--- src/hw/rtl/cmt_pkg.sv ---
`timescale 1ns / 1ps
// ----------------------------------------------------------------------------
// cmt_pkg
// Shared types, sizes and codes of the counting multiset table unit.
// ----------------------------------------------------------------------------
package cmt_pkg;

  localparam int TABLE_SLOTS = 16;
  localparam int KEY_BITS    = 32;
  localparam int COUNT_BITS  = 16;

  localparam int DISTINCT_BITS = 5;
  localparam int STATUS_BITS   = 2;
  localparam int MODE_BITS     = 2;
  localparam int OCC_BITS      = $clog2(TABLE_SLOTS + 1);

  // Popularity tree geometry: one register stage for every two tree levels.
  localparam int TREE_LEVELS = $clog2(TABLE_SLOTS);
  localparam int TREE_LEAVES = 1 << TREE_LEVELS;
  localparam int TREE_STAGES = (TREE_LEVELS + 1) / 2;
  localparam int SCAN_BITS   = (TREE_STAGES > 1) ? $clog2(TREE_STAGES) : 1;

  localparam int CFG_DATA_BITS = 32;
  localparam int CFG_ADDR_BITS = 3;
  localparam int CFG_MASK_BITS = 32;

  typedef logic [KEY_BITS-1:0]      key_t;
  typedef logic [COUNT_BITS-1:0]    count_t;
  typedef logic [MODE_BITS-1:0]     mode_t;
  typedef logic [STATUS_BITS-1:0]   status_t;
  typedef logic [DISTINCT_BITS-1:0] distinct_t;
  typedef logic [OCC_BITS-1:0]      occ_t;
  typedef logic [TABLE_SLOTS-1:0]   slot_vec_t;
  typedef logic [SCAN_BITS-1:0]     scan_cnt_t;

  localparam mode_t MODE_ADD    = 2'd0;
  localparam mode_t MODE_REMOVE = 2'd1;
  localparam mode_t MODE_QUERY  = 2'd2;

  localparam status_t STATUS_OK        = 2'd0;
  localparam status_t STATUS_FULL      = 2'd1;
  localparam status_t STATUS_NOT_FOUND = 2'd2;
  localparam status_t STATUS_SATURATED = 2'd3;

  // Word index of the key match mask register (paddr bit 2 upward).
  localparam logic [CFG_ADDR_BITS-3:0] REG_KEY_MATCH_MASK = '0;

  localparam count_t COUNT_MAX = '1;

  typedef enum logic [1:0] {
    ST_IDLE,
    ST_EXEC,
    ST_SCAN,
    ST_FIN
  } state_t;

  typedef struct packed {
    logic load_item;
    logic exec;
    logic load_out;
  } cmt_cmd_t;

  typedef struct packed {
    logic   valid;
    count_t count;
    key_t   key;
  } node_t;

  // The right node wins only on a strictly larger count, so ties keep the lower slot.
  function automatic node_t cmt_best(input node_t a, input node_t b);
    node_t res;
    if (b.valid && (!a.valid || (b.count > a.count))) begin
      res = b;
    end else begin
      res = a;
    end
    return res;
  endfunction

endpackage

--- src/hw/rtl/cmt_in_if.sv ---
`timescale 1ns / 1ps
// ----------------------------------------------------------------------------
// cmt_in_if
// Input channel: one operation word (mode and key) with valid/ready.
// ----------------------------------------------------------------------------
interface cmt_in_if;
  import cmt_pkg::*;

  logic  valid;
  logic  ready;
  mode_t mode;
  key_t  key;

  modport source (output valid, output mode, output key, input ready);
  modport sink   (input valid, input mode, input key, output ready);

endinterface

--- src/hw/rtl/cmt_out_if.sv ---
`timescale 1ns / 1ps
// ----------------------------------------------------------------------------
// cmt_out_if
// Result channel: one result word per operation with valid/ready.
// ----------------------------------------------------------------------------
interface cmt_out_if;
  import cmt_pkg::*;

  logic      valid;
  logic      ready;
  count_t    count_now;
  distinct_t distinct_entries;
  key_t      most_popular_key;
  logic      popular_valid;
  status_t   status;

  modport source (output valid, output count_now, output distinct_entries,
                  output most_popular_key, output popular_valid, output status,
                  input ready);
  modport sink   (input valid, input count_now, input distinct_entries,
                  input most_popular_key, input popular_valid, input status,
                  output ready);

endinterface

--- src/hw/rtl/cmt_cfg_regs.sv ---
`timescale 1ns / 1ps
// ----------------------------------------------------------------------------
// cmt_cfg_regs
// APB-style register file holding the key match mask.
// ----------------------------------------------------------------------------
module cmt_cfg_regs (
  input  logic                                clk,
  input  logic                                rst_n,
  input  logic                                psel,
  input  logic                                penable,
  input  logic                                pwrite,
  input  logic [cmt_pkg::CFG_ADDR_BITS-1:0]   paddr,
  input  logic [cmt_pkg::CFG_DATA_BITS-1:0]   pwdata,
  output logic [cmt_pkg::CFG_DATA_BITS-1:0]   prdata,
  output logic                                pready,
  output cmt_pkg::key_t                       key_mask
);
  import cmt_pkg::*;

  logic [CFG_MASK_BITS-1:0] mask_r;
  logic [CFG_MASK_BITS-1:0] mask_nxt;
  logic                     hit_mask;

  // The two low address bits take no part in decoding.
  assign hit_mask = (paddr[CFG_ADDR_BITS-1:2] == REG_KEY_MATCH_MASK);

  always_comb begin
    mask_nxt = mask_r;
    if (psel && penable && pwrite && hit_mask) begin
      mask_nxt = CFG_MASK_BITS'(pwdata);
    end
  end

  always_ff @(posedge clk) begin
    if (!rst_n) begin
      mask_r <= '1;
    end else begin
      mask_r <= mask_nxt;
    end
  end

  assign pready   = 1'b1;
  assign prdata   = hit_mask ? CFG_DATA_BITS'(mask_r) : '0;
  assign key_mask = KEY_BITS'(mask_r);

endmodule

--- src/hw/rtl/cmt_ctrl.sv ---
`timescale 1ns / 1ps
// ----------------------------------------------------------------------------
// cmt_ctrl
// Sequencer: accept, execute, tree scan and result hand-off.
// ----------------------------------------------------------------------------
module cmt_ctrl (
  input  logic              clk,
  input  logic              rst_n,
  input  logic              in_valid,
  output logic              in_ready,
  output logic              out_valid,
  input  logic              out_ready,
  output cmt_pkg::cmt_cmd_t cmd
);
  import cmt_pkg::*;

  state_t    state_r;
  state_t    state_nxt;
  scan_cnt_t scan_cnt_r;
  scan_cnt_t scan_cnt_nxt;
  logic      out_valid_r;
  logic      out_valid_nxt;
  logic      scan_last;
  logic      out_free;

  assign scan_last = (scan_cnt_r == SCAN_BITS'(TREE_STAGES - 1));
  assign out_free  = !out_valid_r || out_ready;

  always_comb begin
    state_nxt = state_r;
    unique case (state_r)
      ST_IDLE: begin
        if (in_valid) state_nxt = ST_EXEC;
      end
      ST_EXEC: begin
        state_nxt = ST_SCAN;
      end
      ST_SCAN: begin
        if (scan_last) state_nxt = ST_FIN;
      end
      ST_FIN: begin
        if (out_free) state_nxt = ST_IDLE;
      end
      default: begin
        state_nxt = ST_IDLE;
      end
    endcase
  end

  always_comb begin
    in_ready      = 1'b0;
    cmd           = '0;
    unique case (state_r)
      ST_IDLE: begin
        in_ready      = 1'b1;
        cmd.load_item = in_valid;
      end
      ST_EXEC: begin
        cmd.exec = 1'b1;
      end
      ST_SCAN: begin
        cmd = '0;
      end
      ST_FIN: begin
        cmd.load_out = out_free;
      end
      default: begin
        cmd = '0;
      end
    endcase
  end

  always_comb begin
    scan_cnt_nxt = '0;
    if (state_r == ST_SCAN && !scan_last) begin
      scan_cnt_nxt = scan_cnt_r + SCAN_BITS'(1);
    end
    out_valid_nxt = out_valid_r;
    if (cmd.load_out) begin
      out_valid_nxt = 1'b1;
    end else if (out_ready) begin
      out_valid_nxt = 1'b0;
    end
  end

  always_ff @(posedge clk) begin
    if (!rst_n) begin
      state_r     <= ST_IDLE;
      scan_cnt_r  <= '0;
      out_valid_r <= 1'b0;
    end else begin
      state_r     <= state_nxt;
      scan_cnt_r  <= scan_cnt_nxt;
      out_valid_r <= out_valid_nxt;
    end
  end

  assign out_valid = out_valid_r;

endmodule

--- src/hw/rtl/cmt_datapath.sv ---
`timescale 1ns / 1ps
// ----------------------------------------------------------------------------
// cmt_datapath
// Slot table, parallel key match, count update and popularity tree.
// ----------------------------------------------------------------------------
module cmt_datapath (
  input  logic               clk,
  input  logic               rst_n,
  input  cmt_pkg::cmt_cmd_t  cmd,
  input  cmt_pkg::mode_t     in_mode,
  input  cmt_pkg::key_t      in_key,
  input  cmt_pkg::key_t      key_mask,
  output cmt_pkg::count_t    res_count_now,
  output cmt_pkg::distinct_t res_distinct_entries,
  output cmt_pkg::key_t      res_most_popular_key,
  output logic               res_popular_valid,
  output cmt_pkg::status_t   res_status
);
  import cmt_pkg::*;

  // Slot table.
  key_t      slot_key_r   [TABLE_SLOTS];
  count_t    slot_count_r [TABLE_SLOTS];
  slot_vec_t slot_valid_r;
  slot_vec_t slot_valid_nxt;
  occ_t      occ_r;
  occ_t      occ_nxt;

  // Latched operation word.
  mode_t     item_mode_r;
  key_t      item_key_r;

  // Per-operation results.
  count_t    count_now_r;
  count_t    count_now_nxt;
  status_t   status_r;
  status_t   status_nxt;

  // Update decode.
  slot_vec_t match;
  slot_vec_t match_oh;
  slot_vec_t free_oh;
  slot_vec_t wr_oh;
  logic      hit;
  count_t    hit_count;
  count_t    new_count;
  logic      do_alloc;

  // Result word.
  count_t    out_count_r;
  distinct_t out_distinct_r;
  key_t      out_key_r;
  logic      out_pvalid_r;
  status_t   out_status_r;

  always_comb begin
    for (int i = 0; i < TABLE_SLOTS; i++) begin
      match[i] = slot_valid_r[i] && (((slot_key_r[i] ^ item_key_r) & key_mask) == '0);
    end
  end

  // Lowest set bit picks the lowest matching slot and the lowest free slot.
  assign match_oh = match & ((~match) + slot_vec_t'(1));
  assign free_oh  = (~slot_valid_r) & (slot_valid_r + slot_vec_t'(1));
  assign hit      = |match;

  always_comb begin
    hit_count = '0;
    for (int i = 0; i < TABLE_SLOTS; i++) begin
      hit_count = hit_count | ({COUNT_BITS{match_oh[i]}} & slot_count_r[i]);
    end
  end

  always_comb begin
    count_now_nxt  = '0;
    status_nxt     = STATUS_OK;
    new_count      = hit_count;
    wr_oh          = '0;
    do_alloc       = 1'b0;
    slot_valid_nxt = slot_valid_r;
    occ_nxt        = occ_r;
    case (item_mode_r)
      MODE_ADD: begin
        if (hit) begin
          wr_oh = match_oh;
          if (hit_count == COUNT_MAX) begin
            status_nxt = STATUS_SATURATED;
          end else begin
            new_count = hit_count + COUNT_BITS'(1);
          end
          count_now_nxt = new_count;
        end else if (|free_oh) begin
          wr_oh          = free_oh;
          do_alloc       = 1'b1;
          new_count      = COUNT_BITS'(1);
          count_now_nxt  = COUNT_BITS'(1);
          slot_valid_nxt = slot_valid_r | free_oh;
          occ_nxt        = occ_r + OCC_BITS'(1);
        end else begin
          status_nxt = STATUS_FULL;
        end
      end
      MODE_REMOVE: begin
        if (!hit) begin
          status_nxt = STATUS_NOT_FOUND;
        end else begin
          wr_oh = match_oh;
          if (hit_count != '0) begin
            new_count = hit_count - COUNT_BITS'(1);
          end
          count_now_nxt = new_count;
          if (new_count == '0) begin
            slot_valid_nxt = slot_valid_r & ~match_oh;
            if (occ_r != '0) begin
              occ_nxt = occ_r - OCC_BITS'(1);
            end
          end
        end
      end
      default: begin
        count_now_nxt = hit_count;
      end
    endcase
  end

  always_ff @(posedge clk) begin
    if (!rst_n) begin
      slot_valid_r <= '0;
      occ_r        <= '0;
    end else if (cmd.exec) begin
      slot_valid_r <= slot_valid_nxt;
      occ_r        <= occ_nxt;
    end
  end

  always_ff @(posedge clk) begin
    for (int i = 0; i < TABLE_SLOTS; i++) begin
      if (cmd.exec && wr_oh[i]) begin
        slot_count_r[i] <= new_count;
        if (do_alloc) begin
          slot_key_r[i] <= item_key_r;
        end
      end
    end
    if (cmd.load_item) begin
      item_mode_r <= in_mode;
      item_key_r  <= in_key;
    end
    if (cmd.exec) begin
      count_now_r <= count_now_nxt;
      status_r    <= status_nxt;
    end
  end

  // Popularity tree over the slots, registered after every second level.
  node_t tree_c [TREE_LEVELS+1][TREE_LEAVES];
  node_t tree_r [TREE_LEVELS+1][TREE_LEAVES];

  for (genvar lv = 0; lv <= TREE_LEVELS; lv++) begin : g_lvl
    for (genvar ix = 0; ix < TREE_LEAVES; ix++) begin : g_node
      if (lv == 0) begin : g_leaf
        if (ix < TABLE_SLOTS) begin : g_used
          assign tree_c[lv][ix].valid = slot_valid_r[ix];
          assign tree_c[lv][ix].count = slot_count_r[ix];
          assign tree_c[lv][ix].key   = slot_valid_r[ix] ? slot_key_r[ix] : '0;
        end else begin : g_pad
          assign tree_c[lv][ix] = '0;
        end
      end else if (ix < (TREE_LEAVES >> lv)) begin : g_cmp
        node_t lhs;
        node_t rhs;
        if ((lv - 1) > 0 && ((lv - 1) % 2) == 0) begin : g_from_reg
          assign lhs = tree_r[lv-1][2*ix];
          assign rhs = tree_r[lv-1][2*ix+1];
        end else begin : g_from_comb
          assign lhs = tree_c[lv-1][2*ix];
          assign rhs = tree_c[lv-1][2*ix+1];
        end
        assign tree_c[lv][ix] = cmt_best(lhs, rhs);
      end else begin : g_unused
        assign tree_c[lv][ix] = '0;
      end

      if (lv > 0 && ((lv % 2) == 0 || lv == TREE_LEVELS)) begin : g_reg
        always_ff @(posedge clk) begin
          tree_r[lv][ix] <= tree_c[lv][ix];
        end
      end else begin : g_noreg
        assign tree_r[lv][ix] = '0;
      end
    end
  end

  always_ff @(posedge clk) begin
    if (cmd.load_out) begin
      out_count_r    <= count_now_r;
      out_status_r   <= status_r;
      out_distinct_r <= DISTINCT_BITS'(occ_r);
      out_key_r      <= tree_r[TREE_LEVELS][0].key;
      out_pvalid_r   <= tree_r[TREE_LEVELS][0].valid;
    end
  end

  assign res_count_now        = out_count_r;
  assign res_distinct_entries = out_distinct_r;
  assign res_most_popular_key = out_key_r;
  assign res_popular_valid    = out_pvalid_r;
  assign res_status           = out_status_r;

endmodule

--- src/hw/rtl/counting_multiset_table_unit.sv ---
`timescale 1ns / 1ps
// ----------------------------------------------------------------------------
// counting_multiset_table_unit
// Multiset of keys with counts in a fixed slot table, with masked key match.
//
//   Channel   Direction  Handshake            Word
//   in_ch     in         valid/ready          mode, key
//   out_ch    out        valid/ready          count_now, distinct_entries,
//                                             most_popular_key, popular_valid,
//                                             status
//   APB       in/out     psel/penable/pready  key_match_mask at byte address 0
//
// Each word passes through the execute step and the scan of the popularity
// tree, registered after every second level, before it reaches the result
// register; a new word is taken only once the previous one has left its final
// step for the output register.
// Reset (rst_n low, synchronous) empties the table and sets the mask to all ones.
// A result waits in the output register while out_ch stalls; the next word is
// accepted meanwhile and holds in its final step until the register is free.
// ----------------------------------------------------------------------------
module counting_multiset_table_unit (
  input  logic                              clk,
  input  logic                              rst_n,
  cmt_in_if.sink                            in_ch,
  cmt_out_if.source                         out_ch,
  input  logic                              psel,
  input  logic                              penable,
  input  logic                              pwrite,
  input  logic [cmt_pkg::CFG_ADDR_BITS-1:0] paddr,
  input  logic [cmt_pkg::CFG_DATA_BITS-1:0] pwdata,
  output logic [cmt_pkg::CFG_DATA_BITS-1:0] prdata,
  output logic                              pready
);
  import cmt_pkg::*;

  cmt_cmd_t cmd;
  key_t     key_mask;
  logic     in_ready;
  logic     out_valid;

  cmt_cfg_regs u_cfg (
    .clk      (clk),
    .rst_n    (rst_n),
    .psel     (psel),
    .penable  (penable),
    .pwrite   (pwrite),
    .paddr    (paddr),
    .pwdata   (pwdata),
    .prdata   (prdata),
    .pready   (pready),
    .key_mask (key_mask)
  );

  cmt_ctrl u_ctrl (
    .clk       (clk),
    .rst_n     (rst_n),
    .in_valid  (in_ch.valid),
    .in_ready  (in_ready),
    .out_valid (out_valid),
    .out_ready (out_ch.ready),
    .cmd       (cmd)
  );

  cmt_datapath u_dp (
    .clk                  (clk),
    .rst_n                (rst_n),
    .cmd                  (cmd),
    .in_mode              (in_ch.mode),
    .in_key               (in_ch.key),
    .key_mask             (key_mask),
    .res_count_now        (out_ch.count_now),
    .res_distinct_entries (out_ch.distinct_entries),
    .res_most_popular_key (out_ch.most_popular_key),
    .res_popular_valid    (out_ch.popular_valid),
    .res_status           (out_ch.status)
  );

  assign in_ch.ready  = in_ready;
  assign out_ch.valid = out_valid;

endmodule
--- src/flat_wrapper.sv ---
// flat-port wrapper written by rule: the top's interface ports become plain ports
module counting_multiset_table_unit_flat import cmt_pkg::*;
  (clk, rst_n, psel, penable, pwrite, paddr, pwdata, prdata, pready, in_ch_valid, in_ch_mode, in_ch_key, in_ch_ready, out_ch_valid, out_ch_count_now, out_ch_distinct_entries, out_ch_most_popular_key, out_ch_popular_valid, out_ch_status, out_ch_ready);
  cmt_in_if in_ch_i ();
  cmt_out_if out_ch_i ();
  input  logic clk;
  input  logic rst_n;
  input  logic psel;
  input  logic penable;
  input  logic pwrite;
  input  logic [cmt_pkg::CFG_ADDR_BITS-1:0] paddr;
  input  logic [cmt_pkg::CFG_DATA_BITS-1:0] pwdata;
  output logic [cmt_pkg::CFG_DATA_BITS-1:0] prdata;
  output logic pready;
  input wire logic [$bits(in_ch_i.valid)-1:0] in_ch_valid;
  input wire logic [$bits(in_ch_i.mode)-1:0] in_ch_mode;
  input wire logic [$bits(in_ch_i.key)-1:0] in_ch_key;
  output wire logic [$bits(in_ch_i.ready)-1:0] in_ch_ready;
  output wire logic [$bits(out_ch_i.valid)-1:0] out_ch_valid;
  output wire logic [$bits(out_ch_i.count_now)-1:0] out_ch_count_now;
  output wire logic [$bits(out_ch_i.distinct_entries)-1:0] out_ch_distinct_entries;
  output wire logic [$bits(out_ch_i.most_popular_key)-1:0] out_ch_most_popular_key;
  output wire logic [$bits(out_ch_i.popular_valid)-1:0] out_ch_popular_valid;
  output wire logic [$bits(out_ch_i.status)-1:0] out_ch_status;
  input wire logic [$bits(out_ch_i.ready)-1:0] out_ch_ready;
  assign in_ch_i.valid = in_ch_valid;
  assign in_ch_i.mode = in_ch_mode;
  assign in_ch_i.key = in_ch_key;
  assign in_ch_ready = in_ch_i.ready;
  assign out_ch_valid = out_ch_i.valid;
  assign out_ch_count_now = out_ch_i.count_now;
  assign out_ch_distinct_entries = out_ch_i.distinct_entries;
  assign out_ch_most_popular_key = out_ch_i.most_popular_key;
  assign out_ch_popular_valid = out_ch_i.popular_valid;
  assign out_ch_status = out_ch_i.status;
  assign out_ch_i.ready = out_ch_ready;
  counting_multiset_table_unit u_core (.clk(clk), .rst_n(rst_n), .in_ch(in_ch_i), .out_ch(out_ch_i), .psel(psel), .penable(penable), .pwrite(pwrite), .paddr(paddr), .pwdata(pwdata), .prdata(prdata), .pready(pready));
endmodule
--- config.mk ---
export PLATFORM = sky130hd
export DESIGN_NAME = counting_multiset_table_unit_flat
export DESIGN_NICKNAME = d
export VERILOG_FILES = /design/src/hw/rtl/cmt_pkg.sv /design/src/hw/rtl/cmt_in_if.sv /design/src/hw/rtl/cmt_out_if.sv /design/src/hw/rtl/cmt_cfg_regs.sv /design/src/hw/rtl/cmt_ctrl.sv /design/src/hw/rtl/cmt_datapath.sv /design/src/hw/rtl/counting_multiset_table_unit.sv /design/src/flat_wrapper.sv
export SDC_FILE = /design/constraint.sdc
export NUM_CORES = 2
export LEC_CHECK = 0
export BUFFER_PORTS_ARGS = -buffer_cell sky130_fd_sc_hd__clkbuf_2
export CORE_MARGIN = 8
export CORE_UTILIZATION = 40
export DETAILED_ROUTE_END_ITERATION = 6
export GPL_TIMING_DRIVEN = 0
export PLACE_DENSITY = 0.51
export RECOVER_POWER = 100
export SLEW_MARGIN = 10
export SYNTH_ARGS = -nofsm -noshare
export SYNTH_HDL_FRONTEND = slang
export SYNTH_SLANG_ARGS = --single-unit
--- constraint.sdc ---
create_clock -name clk -period 9.65 [get_ports clk]
set_input_delay 0.965 -clock clk [delete_from_list [all_inputs] [get_ports clk]]
set_output_delay 0.965 -clock clk [all_outputs]
set_load 0.03 [all_outputs]
==> impl_metrics.json <==
{
  "status": "finished, violations left",
  "failing_checks": "DRC, capacitance limit, slew limit, setup timing",
  "synthesis.instances": 6053,
  "overflow_left_after_global_routing": 0,
  "ys_seq_elements": 1162,
  "crit_path_end_kind": "flip-flop",
  "pre_cts_ws_ps": -551.3,
  "mostFrequentLayoutCell": "edfxtp_1",
  "die_y_um": 416.8,
  "crit_path_max_fanout": 10,
  "grt_first_pass_wirelength_um": 537300,
  "die_outline_area_sq_um": 173700,
  "cts_tree": "done",
  "synth_area_leaders": "edfxtp_1 41%, dfxtp_1 8.9%, xor2_1 7.0%, a22oi_1 5.3%, ha_1 4.9%",
  "dpl.hpwl_um": 330900,
  "cellPowerDensity_nw_per_um2": 198.2,
  "clk_latency_ps": 870,
  "number_of_enable_type_register_cells_in_the_synthesized_netlist": 876,
  "share_of_post_route_cells_with_drive_strength_above_1": 0.1081,
  "fin_util": 0.4599,
  "drtAntennaViolNets": 0,
  "initial_core_util": 0.4015,
  "postSynthNetCount": 6380,
  "cap_violations": 28,
  "min_path_type": "in2reg",
  "final_critical_path_setup_slack_ps": -648.0,
  "first_pass_detailed_route_iteration_total": 7,
  "post_drt_via_cell_ratio": 7.040,
  "sequential_fraction_of_the_synthesis_area": 0.4986,
  "reg2reg_slack_ps": -650,
  "groute.usage.overall": 0.4611,
  "synthArstFlopShare": 0,
  "cts_max_path_buffers": 3,
  "fmax_mhz": 97.11,
  "worstRegToRegCells": 16,
  "port_buffers": 163,
  "synthDominantCellAreaShare": 0.4095,
  "synth_area_per_cell_sq_um": 10.61,
  "synth.largest_area_cell": "edfxtp_1",
  "hold_fails_final_rpt": 0,
  "setup_viol": 542,
  "worstMarginPinSlew_ps": 3765,
  "avgRoutedWirePerCell_um": 48.03,
  "peakVddDrop_uv": 217.4,
  "synth_cell_types": 98,
  "leakage_nw": 28.39,
  "path_class": "reg2reg",
  "boundaryPins": 167,
  "worst_setup_hold_path_clk_slew_ps": 60,
  "finalCriticalPeriod_ps": 10300,
  "vias": 61140,
  "mappedNetlistArea_sq_um": 64240,
  "timing.critical_path.from": "u_core.u_cfg.key_mask[3]",
  "crit_required_ps": 10190,
  "fillers": 15190,
  "worst_setup_path_endpoint": "u_core.u_dp.slot_key_r[1][168]",
  "rr_startpoint": "u_core.u_cfg.key_mask[3]",
  "layout_worst_path_cycle_share": 1.067,
  "drcViolationCount": 11,
  "worst_clock_skew_ps": 38.67,
  "total_number_of_nets_in_the_final_design": 6782,
  "clock-sinks": 1162,
  "postRouteWirelength_um": 417100,
  "dieWidth_um": 416.8,
  "fin_total_pwr_mw": 14.59,
  "start_kind": "flip-flop",
  "pin_count_of_the_biggest_net_entering_global_routing": 35,
  "cts_buffers": 137,
  "ctsHoldBuffers": 0,
  "antenna_found_initial": 29,
  "timing_max_transition_violations_final": 338,
  "ys.flop_type": "edfxtp_1",
  "gp_routability_congestion": 1.131,
  "cts.root.buffer_cell": "clkbuf_16",
  "maxSlewHeadroom": -1.510,
  "first_global_vias": 56420,
  "first_iter_violations": 10780,
  "worstReg2RegEnd": "u_core.u_dp.slot_key_r[1][168]",
  "floorplan.core_area_sq_um": 160000,
  "critPathArrivalTime_ps": 10840,
  "total_number_of_h_tree_levels": 4,
  "final_cell_mix": "876 x edfxtp_1, 492 x xor2_1, 452 x a22oi_1, 409 x nand2_1, 408 x clkbuf_1",
  "worst_hold_check_slack_ps": 281.6,
  "core.rowCount": 147,
  "warnings_from_yosys": 0,
  "synthToLayoutAreaGrowth_pct": 14.55
}
[per-stage QoR]
step | instance area (sq um) | std cells | TNS, ps
global route | 73540 | 8663 | -4.547
detailed placement | 69200 | 8392 | -16220
finish | 73590 | 8684 | -135870
CTS | 74030 | 8649 | 0
floorplan | 64240 | 6053 | 0
global placement | 67670 | 8302 | -3539310
[registers in the layout (all words and copies together) (netlist names), 2 cells and up]
name and cells:
u_core.u_dp.slot_key_r 512, u_core.u_dp.slot_count_r 256, u_core.u_dp.g_lvl.g_node.g_cmp.lhs 98, u_core.u_dp.g_lvl.g_node.g_cmp.rhs 98, u_core.u_dp.tree_r 33, u_core.u_cfg.key_mask 32
u_core.u_dp.item_key_r 32, u_core.u_dp.res_most_popular_key 32, u_core.u_dp.count_now_r 16, u_core.u_dp.res_count_now 16, u_core.u_dp.slot_valid_r 16, u_core.u_dp.occ_r 5
u_core.u_dp.res_distinct_entries 5, u_core.u_ctrl.state_r 2, u_core.u_dp.item_mode_r 2, u_core.u_dp.res_status 2, u_core.u_dp.status_r 2
[critical path, cell delays in order (launching register included)]
cell and delay [ps]:
dfxtp_1 300, buf_2 380, clkbuf_1 1460, a22oi_1 790
nand3_1 340, nor3_2 180, a22oi_1 640, nand2_1 550
nor3_2 760, nand4_1 340, clkbuf_1 550, or4_1 620
clkbuf_1 370, nor3_1 820, clkbuf_1 760, clkbuf_1 680
buf_2 380
[worst min-delay path by stage]
| stage | start | end | depth (start not counted) |
|---|---|---|---|
| floorplan | u_core.u_dp.tree_r[735] | u_core.u_dp.res_most_popular_key[0] | 0 |
| global placement | u_core.u_dp.tree_r[745] | u_core.u_dp.res_most_popular_key[10] | 0 |
| detailed placement | u_core.u_dp.tree_r[749] | u_core.u_dp.res_most_popular_key[14] | 0 |
| CTS | in_ch_key[14] | u_core.u_dp.item_key_r[14] | 1 |
| global route | in_ch_key[19] | u_core.u_dp.item_key_r[19] | 1 |
| finish | in_ch_key[13] | u_core.u_dp.item_key_r[13] | 1 |
[cells in the mapped netlist, types with 77 or more instances]
master,count
xor2_1,514
a311oi_1,97
mux2i_1,104
nor2b_1,77
edfxtp_1,876
nand2_1,409
mux2_2,77
nor2_1,229
dfxtp_1,286
clkbuf_1,259
ha_1,250
a21oi_1,360
nor3_1,111
nand3_1,248
and3_1,155
nand4_1,197
o21ai_0,195
inv_1,266
a22oi_1,452
[routing by layer]
metal  vias to the layer above  routed length (um)  share of wire  global-route usage
li1                      23910                   -              -                   -
met1                     30430              148800           0.36              0.5442
met2                      5252              170100           0.41              0.6688
met3                      1536               48070           0.12              0.1515
met4                         6               50130           0.12              0.4073
met5                         -                  35       0.000084           0.0005556
[logic make-up (layout without fill, tap and decap cells)]
group                      Yosys count  after routing  share of synthesized area
and+or+nand+nor                   1679           1679                     0.1362
other                                1             28                 0.00005837
muxes                              181            181                    0.02970
buffers and inverters              682           1200                    0.04631
DFF                               1162           1162                     0.4986
xor gates and xnor gates           520            520                    0.07089
AOI/OAI and AO/OA                 1577           1577                     0.1693
adders and majority gates          251            251                    0.04900
[area by class of cell]
| class | instances | area [sq um] | area share |
|---|---|---|---|
| Clock inverter | 66 | 900.9 | 0.01224 |
| Sequential cell | 1162 | 32030 | 0.4353 |
| Clock buffer | 189 | 3869 | 0.05257 |
| Timing Repair Buffer | 265 | 1430 | 0.01943 |
| Buffer | 412 | 1997 | 0.02714 |
| Multi-Input combinational cell | 4209 | 29680 | 0.4033 |
| Inverter | 268 | 1006 | 0.01367 |
| Antenna cell | 27 | 67.56 | 0.0009181 |
| Tap cell | 2086 | 2610 | 0.03547 |
[what timing repair did]
item                       4_1_cts  5_1_grt
pin swaps                        1        0
setup buffers                    2        6
gates resized for setup          9       17
setup endpoints to repair       92      193
[power by group]
group          switching [mW]  internal [mW]  leakage [nW]
registers               0.304           5.70          10.1
clock network            2.34           3.27          2.30
logic                    2.28          0.684          16.0
total                    4.93           9.66          28.4
Note: power is estimated with default switching activity, not from simulation.
